===== src/rtl/strm_pkg.sv =====
`timescale 1ns / 1ps
// ----------------------------------------------------------------------------
// strm_pkg
// Shared types, codes and helpers for the sparse-table range-minimum core.
// ----------------------------------------------------------------------------
package strm_pkg;

   localparam int MAX_ELEMENTS_DEF = 1024;
   localparam int LEVELS_DEF       = 11;
   localparam int VALUE_WIDTH_DEF  = 32;

   // query index ports are fixed width
   localparam int IDX_W = 10;

   localparam logic KIND_LOAD  = 1'b0;
   localparam logic KIND_QUERY = 1'b1;

   typedef enum logic [2:0] {
      ST_IDLE,
      ST_BLD_INIT,
      ST_BLD_RD_A,
      ST_BLD_RD_B,
      ST_BLD_WR,
      ST_QRY_RD_A,
      ST_QRY_RD_B,
      ST_QRY_OUT
   } state_type;

   typedef struct packed {
      logic load_we;     // write element to level 0 and bump count if room
      logic qry_latch;   // capture query range and level
      logic bld_start;   // level 1, column 0
      logic rd_en;       // issue table read
      logic rd_second;   // second block of the pair
      logic rd_build;    // build addressing (level - 1)
      logic hold_en;     // keep first read beat
      logic bld_we;      // write merged entry and step
      logic set_closed;  // build finished
   } cmd_type;

   typedef struct packed {
      logic bld_go;      // current level exists for this count
      logic bld_more;    // another column on this level
      logic qry_bad;     // incoming query is rejected
   } status_type;

   // floor(log2(len)) for a nonzero range length
   function automatic logic [4:0] floor_log2(input logic [IDX_W:0] len);
      logic [4:0] r;
      r = '0;
      for (int b = 0; b <= IDX_W; b++) begin
         if (len[b]) begin
            r = 5'(b);
         end
      end
      return r;
   endfunction

endpackage


===== src/rtl/strm_ctrl.sv =====
`timescale 1ns / 1ps
// ----------------------------------------------------------------------------
// strm_ctrl
// Sequencer for loads, table build and two-read range queries.
// ----------------------------------------------------------------------------
module strm_ctrl (
   input  logic                clock,
   input  logic                reset,
   input  logic                start,
   input  logic                req_kind,
   input  logic                req_last_element,
   input  strm_pkg::status_type status,
   output strm_pkg::cmd_type   cmd,
   output logic                busy,
   output logic                rsp_valid
);

   strm_pkg::state_type state_ff;
   strm_pkg::state_type state_in;
   logic                accept;

   assign accept = start && (state_ff == strm_pkg::ST_IDLE);

   always_ff @(posedge clock) begin
      if (reset) begin
         state_ff <= strm_pkg::ST_IDLE;
      end else begin
         state_ff <= state_in;
      end
   end

   always_comb begin
      state_in = state_ff;
      case (state_ff)
         strm_pkg::ST_IDLE: begin
            if (accept) begin
               if (req_kind == strm_pkg::KIND_QUERY) begin
                  state_in = status.qry_bad ? strm_pkg::ST_QRY_OUT : strm_pkg::ST_QRY_RD_A;
               end else if (req_last_element) begin
                  state_in = strm_pkg::ST_BLD_INIT;
               end
            end
         end
         strm_pkg::ST_BLD_INIT: begin
            state_in = status.bld_go ? strm_pkg::ST_BLD_RD_A : strm_pkg::ST_IDLE;
         end
         strm_pkg::ST_BLD_RD_A: state_in = strm_pkg::ST_BLD_RD_B;
         strm_pkg::ST_BLD_RD_B: state_in = strm_pkg::ST_BLD_WR;
         strm_pkg::ST_BLD_WR: begin
            state_in = status.bld_more ? strm_pkg::ST_BLD_RD_A : strm_pkg::ST_BLD_INIT;
         end
         strm_pkg::ST_QRY_RD_A: state_in = strm_pkg::ST_QRY_RD_B;
         strm_pkg::ST_QRY_RD_B: state_in = strm_pkg::ST_QRY_OUT;
         strm_pkg::ST_QRY_OUT:  state_in = strm_pkg::ST_IDLE;
         default:               state_in = strm_pkg::ST_IDLE;
      endcase
   end

   always_comb begin
      cmd       = '0;
      busy      = 1'b1;
      rsp_valid = 1'b0;
      case (state_ff)
         strm_pkg::ST_IDLE: begin
            busy          = 1'b0;
            cmd.load_we   = accept && (req_kind == strm_pkg::KIND_LOAD);
            cmd.bld_start = accept && (req_kind == strm_pkg::KIND_LOAD) && req_last_element;
            cmd.qry_latch = accept && (req_kind == strm_pkg::KIND_QUERY);
         end
         strm_pkg::ST_BLD_INIT: begin
            cmd.set_closed = !status.bld_go;
         end
         strm_pkg::ST_BLD_RD_A: begin
            cmd.rd_en    = 1'b1;
            cmd.rd_build = 1'b1;
         end
         strm_pkg::ST_BLD_RD_B: begin
            cmd.rd_en     = 1'b1;
            cmd.rd_build  = 1'b1;
            cmd.rd_second = 1'b1;
            cmd.hold_en   = 1'b1;
         end
         strm_pkg::ST_BLD_WR: begin
            cmd.bld_we = 1'b1;
         end
         strm_pkg::ST_QRY_RD_A: begin
            cmd.rd_en = 1'b1;
         end
         strm_pkg::ST_QRY_RD_B: begin
            cmd.rd_en     = 1'b1;
            cmd.rd_second = 1'b1;
            cmd.hold_en   = 1'b1;
         end
         strm_pkg::ST_QRY_OUT: begin
            rsp_valid = 1'b1;
         end
         default: begin
            busy = 1'b1;
         end
      endcase
   end

endmodule


===== config.mk =====
export PLATFORM = sky130hd
export DESIGN_NAME = strm_ctrl
export DESIGN_NICKNAME = d
export VERILOG_FILES = /design/src/rtl/strm_pkg.sv /design/src/rtl/strm_ctrl.sv
export SDC_FILE = /design/constraint.sdc
export NUM_CORES = 1
export LEC_CHECK = 0
export BUFFER_PORTS_ARGS = -buffer_cell sky130_fd_sc_hd__buf_2
export CORE_AREA = 3 3 40 42
export DETAILED_ROUTE_END_ITERATION = 8
export DIE_AREA = 0 0 43 45
export PLACE_DENSITY = 0.55
export SYNTH_ARGS = -nofsm -noshare
export SYNTH_HDL_FRONTEND = slang
export SYNTH_SLANG_ARGS = --single-unit

===== constraint.sdc =====
create_clock -name clock -period 1 [get_ports clock]
set_input_delay 0.2 -clock clock [delete_from_list [all_inputs] [get_ports clock]]
set_output_delay 0.2 -clock clock [all_outputs]
set_load 0.01 [all_outputs]

==> impl_results.md, run 1 <==
- Vias in the first global route: 325
- Crit-path cells: nor3_4 > nand2_2 > nor3b_4 > buf_2
- Port bufs: 18
- Crit path DAT: 1200 ps
- Area growth from synthesis to layout: 113%
- Crit-path leading delay family: simple AND/OR/NAND/NOR gates
- Fill cell count: 130
- Worst Max-Slew Pin Slew: ~350 ps
- Critical path launch point: state_ff[1]$_SDFFE_PP0P_
- Crit path max fanout: 3
- CP startpoint kind: flip-flop
- Asr flop ratio synth: 0
- Commonest cells post-synth: 4 x and3_1, 4 x nor2_1
- Main area contributors after synthesis: dfxtp_1 21%, and3_1 8.5%, buf_6 7.7%
- FF+latch count, synth: 3
- Final Hold Vio Count: 0
- Post-route core utilization: 0.486
- Crit-path slowest cell: dfxtp_4
- Clock Latency Late Sink: 240 ps
- RePlAce Congestion: 0.673
- Max clock buf depth: 2
- Critical Path RT: ~800 ps
- Root buf cell: clkbuf_4
- Synth unique cells: 21
- Maximum clock frequency: 713 MHz
- Worst path bufs/invs: 1
- Status: complete, but fails checks
- Via/cell ratio: ~4.5
- Die footprint: 1940 um^2
- Worst reg2reg startpoint: state_ff[1]$_SDFFE_PP0P_
- Pwr Density: 2280 nW/um^2
- Largest net degree at the start of global routing: 11
- Gr usage total: 0.0898
- Fin. max-slew vios: 0
- Power, Total: 1.42 mW
- Row cnt: 13
- Largest register FFs: 3
- Final std cells w/o fill: 84
- Initial detailed-routing violation count: 5
- Post-route DRC: 0
- First-pass GRT wire length: 1220 um
- # IOs: 19
- Hold Path Origin: reset
- VDD IR max: approximately 0.0015 V
- Die Width: 43 um
- Hold-fix buffers, CTS: 0
- Final setup violation count: 14
- TritonCTS Buffers: 3
- Slew HR: 0.767
- Post-synth top area cell: dfxtp_1
- Core area: 1280 um^2
- Vias: 375
- Initial antenna violation count: 0
- Wire length per cell: 9.55 um
- CP Capture Type: output port
- Setup slack after layout: -403 ps
- Top-area cell type share of the netlist area: 0.205
- Period minus WS final: 1400 ps
- Placed cells: 72
- Initial Util: 0.228
- Number of synthesized flops with an enable pin: 0
- HP Class: primary input to flip-flop
- CTS tree: done
- Sequential element share of the synthesized area: 0.205
- Cell leakage power: 0.316 nW
- Max incr delay on CP: 350 ps
- DRT Pass-1 Iters: 4
- Largest Register: state_ff
- Clock transition at path regs: 40 ps
- Layout cell share with drive strength beyond 1: 0.768
- Avg Cell Area, Syn: about 8 um^2
- Max_cap viols: 0
- Grt ovf: 0
- Top flop regs: state_ff x3
- Crit Path Category: flip-flop to output port
- Final period util: 1.40
- Post-Syn Instances: 37
- WL final: about 800 um
- Clk sink count: 3
- Syn Nets: 45
- Worst hold slack: 265 ps
- Synth Warn #: 0
- Antenna cells: 0
- Clk_skew: 1.11 ps
- Nets: 78
- Antenna Nets Post-Route: 0
- Synth Flop Type: dfxtp_1
- H-tree depth: 1
- Chip Height: 45 um
- Pre-CTS setup slack: -179 ps
- Failing checks: negative setup slack
- Mapped cell area: 293 um^2
- RSZ-0062 raised after global routing: yes
[cell type report]
cell class                 instances  area, um^2  area share
inverter                           1        3.75     0.00601
clock buffer                       4        26.3      0.0421
sequential                         3        68.8       0.110
timing repair buffer              32         265       0.425
multi-input combinational         29         241       0.387
tap                               15        18.8      0.0301
[power by group]
part           leakage [nW]  switching (mW)  internal [mW]
Combinational         0.275           0.378          0.609
Clock                0.0150          0.0690          0.150
Sequential           0.0264          0.0508          0.167
[worst reg2reg max path, stage by stage, from the launching register on]
cell	delay (ps)
dfxtp_4	350
buf_12	140
buf_6	110
and2_4	130
a211o_1	250
and3_1	140
[metal layers]
metal	share of wire	GRT usage
met5	0	0
met4	0.010	0.0542
met3	0.094	0.0637
met2	0.49	0.138
met1	0.41	0.0887
[timing repair]
action,CTS,global route
gates cloned,0,0
setup endpoints to repair,14,14
setup buffers,4,5
gates resized for setup,16,9
pin swaps,3,2
[worst paths after layout]
| check | end | slack (ps) | depth (start not counted) |
|---|---|---|---|
| setup / recovery | cmd[6] | -400 | 4 |
| hold / removal | state_ff[0]$_SDFFE_PP0P_ | 260 | 3 |
| setup reg to reg | state_ff[2]$_SDFFE_PP0P_ | -220 | 5 |
| hold reg to reg | state_ff[0]$_SDFFE_PP0P_ | 670 | 3 |
[per-stage QoR]
step | area (um^2) | TNS, ps
2_1_floorplan | 318 | -395
5_1_grt | 624 | -4570
6_report | 624 | -3730
3_3_place_gp | 439 | -963
4_1_cts | 549 | -3670
3_5_place_dp | 439 | -1050
[placed cells by master (no fill, tap or decap), types with 2 or more instances in the layout]
master    netlist  layout
buf_2           0      13
buf_6           2      12
buf_4           2       6
and3_1          4       4
and2_4          0       3
nand2_2         1       3
o21ai_0         3       3
clkbuf_4        0       3
nor2_2          1       2
nor2_1          4       2
dfxtp_4         0       2
[kinds of logic after synthesis]
logic type	count (synthesis)	synth area share
AO/OA/AOI/OAI	6	0.137
XOR/XNOR	2	0.0598
buffers and inverters	5	0.141
flip-flops	3	0.205
AND/OR/NAND/NOR	21	0.457
Power figures use the tool's default switching activity.
==> run 2: changes to the inputs <==
- CTS_BUF_LIST: not set -> sky130_fd_sc_hd__clkbuf_8
- PLACE_DENSITY: 0.55 -> 0.57
==> run 2 against run 1 <==
  * The run still ends with negative setup slack left
  * Global-route usage increased by 0.27 points
  * Setup slack improved by 29 ps
  * Clock power increased by 57%
  * Final cell count decreased by 3.6%
  * Largest cell class is now multi-input combinational cells
  * Clock skew increased by 0.62 ps
  * Sequential power increased by 3%
  * Register-to-register slack improved by 20 ps
  * Combinational power decreased by 18%
  * Critical path type unchanged
  * Wire length increased by 8.0%
  * Maximum frequency increased by 2.1%
  * Die area unchanged
  * Non-clock buffer count decreased by 3
==> impl_results.md, run 2 (same netlist as run 1, synthesis figures left out) <==
- Status: complete, but fails checks
- Failing checks: negative setup slack
- Final setup violation count: 14 (unchanged)
- VDD IR max: 0.00128 V (-14%)
- Via/cell ratio: 4.44 (-0.44%)
- Antenna cells: 0 (unchanged)
- Die footprint: 1940 um^2 (unchanged)
- Crit-path slowest cell: dfxtp_2
- Largest register FFs: 3 (unchanged)
- TritonCTS Buffers: 3 (unchanged)
- Register area: 68.8 um^2 (unchanged)
- Crit Path Category: flip-flop to output port
- Post-route core utilization: 0.448 (-0.0380)
- Wire length per cell: 10.7 um (+12%)
- Port bufs: 18 (unchanged)
- Commonest non-fill, non-tap cell in the layout: buf_2
- Critical Path RT: 800 ps (about the same)
- Worst Max-Slew Pin Slew: 353 ps (+6.96 ps)
- Max clock buf depth: 2 (unchanged)
- Die Width: 43 um (unchanged)
- Clock transition at path regs: 30 ps (about the same)
- Fill cell count: 129 (-0.77%)
- Crit path max fanout: 8 (+5)
- Grt ovf: 0 (unchanged)
- CP Capture Type: output port
- Clk_skew: 1.72 ps (+0.615 ps)
- Largest Register: state_ff
- Cell leakage power: 0.305 nW (-3.6%)
- Max incr delay on CP: 340 ps (about the same)
- Slew HR: 0.762 (-0.00469)
- Vias in the first global route: 315 (-3.1%)
- Root buf cell: clkbuf_8
- Clk sink count: 3 (unchanged)
- Initial antenna violation count: 0 (unchanged)
- RSZ-0062 raised after global routing: yes
- Worst hold slack: 299 ps (+34.3 ps)
- Pwr Density: 2400 nW/um^2 (+5.3%)
- Core area: 1280 um^2 (unchanged)
- WL final: 866 um (+8.0%)
- Post-DP HPWL: 553 um
- Power, Total: 1.38 mW (-3.0%)
- Area growth from synthesis to layout: 96.6%
- Layout cell share with drive strength beyond 1: 0.712 (-0.0560)
- Commonest non-fill, non-tap cells in the layout: 16 x buf_2, 7 x buf_6, 6 x buf_4
- Chip Height: 45 um (unchanged)
- Post-route DRC: 0 (unchanged)
- Maximum clock frequency: 728 MHz (+2.1%)
- CP startpoint kind: flip-flop
- Row cnt: 13 (unchanged)
- Initial detailed-routing violation count: 0 (-5)
- Hold-fix buffers, CTS: 0 (unchanged)
- Final Hold Vio Count: 0 (unchanged)
- Largest net degree at the start of global routing: 10 (-1)
- H-tree depth: 1 (unchanged)
- Max_cap viols: 0 (unchanged)
- HP Class: primary input to flip-flop
- Gr usage total: 0.0925 (+0.00272)
- Setup slack after layout: -374 ps (+29.1 ps)
- Clock Latency Late Sink: 220 ps (-20 ps)
- Period minus WS final: 1370 ps (-29.1 ps)
- Post-route setup TNS: -3870 ps (-141 ps)
- Fin. max-slew vios: 0 (unchanged)
- Nets: 75 (-3.8%)
- First-pass GRT wire length: 1280 um (+5.1%)
- Multi-input gate area: 235 um^2 (-2.6%)
- Final period util: 1.37 (-0.0291)
- Crit-path cells: buf_4 > nor4b_4 > buf_2
- Initial Util: 0.228 (unchanged)
- Top flop regs: state_ff x3
- Pre-CTS setup slack: -147 ps (+31.4 ps)
- CTS tree: done
- Antenna Nets Post-Route: 0 (unchanged)
- RePlAce Congestion: 0.707 (+5.0%)
- # IOs: 19 (unchanged)
- Crit path DAT: 1170 ps (-30 ps)
- Vias: 360 (-4.0%)
- DRT Pass-1 Iters: 1 (-3)
-- run 2: changes by cell type in the layout (fill, tap and decap cells not counted), moves of 3 or more --
cell / before / now
clkbuf_4: 3 / 0
clkbuf_8: 0 / 3
buf_2: 13 / 16
buf_6: 12 / 7
-- run 2: timing repair --
action                                  4_1_cts  5_1_grt
hold endpoints to repair                      0        0
setup buffers                                 3        2
resized for setup                            10        7
endpoints found under the setup margin       14       14
cloned                                        0        1
pin swaps                                     2        3
-- run 2: worst paths after layout --
check / startpoint / endpoint / slack (ps) / depth (start not counted)
setup / recovery: state_ff[1]$_SDFFE_PP0P_ / cmd[0] / -370 / 3
hold / removal: reset / state_ff[1]$_SDFFE_PP0P_ / 300 / 3
setup reg to reg: state_ff[2]$_SDFFE_PP0P_ / state_ff[2]$_SDFFE_PP0P_ / -200 / 5
hold reg to reg: state_ff[0]$_SDFFE_PP0P_ / state_ff[0]$_SDFFE_PP0P_ / 600 / 2
-- run 2: final cells by class --
cell class,count,share of cell area
Timing Repair Buffer,29,0.354
Tap cell,15,0.0326
Clock inverter,1,0.00652
Inverter,1,0.00652
Multi-Input combinational cell,29,0.409
Sequential cell,3,0.120
Clock buffer,3,0.0717
-- run 2: critical path: cells and delay by family, from the launching register on --
kind | cells | cell delay (ps)
flops | 1 | 340
buf+inv | 2 | 340
simple gates | 1 | 280
-- run 2: report_power, final --
group	internal (mW)	leakage, nW	switching [mW]
combinational	0.474	0.252	0.338
sequential	0.167	0.0264	0.0581
clock	0.262	0.0269	0.0825
total	0.903	0.305	0.478
-- run 2: metal layers --
metal	global-route usage	part of all wire	vias to the layer above
li1	-	-	182
met4	0.0723	0.027	0
met3	0.0398	0.089	2
met2	0.132	0.49	18
met1	0.109	0.39	158
met5	0	0	-
-- run 2: through the flow --
step / cell area (um^2) / cells
2_1_floorplan: 318 / 37
5_1_grt: 576 / 81
3_3_place_gp: 419 / 71
3_5_place_dp: 419 / 71
4_1_cts: 522 / 78
6_report: 576 / 81
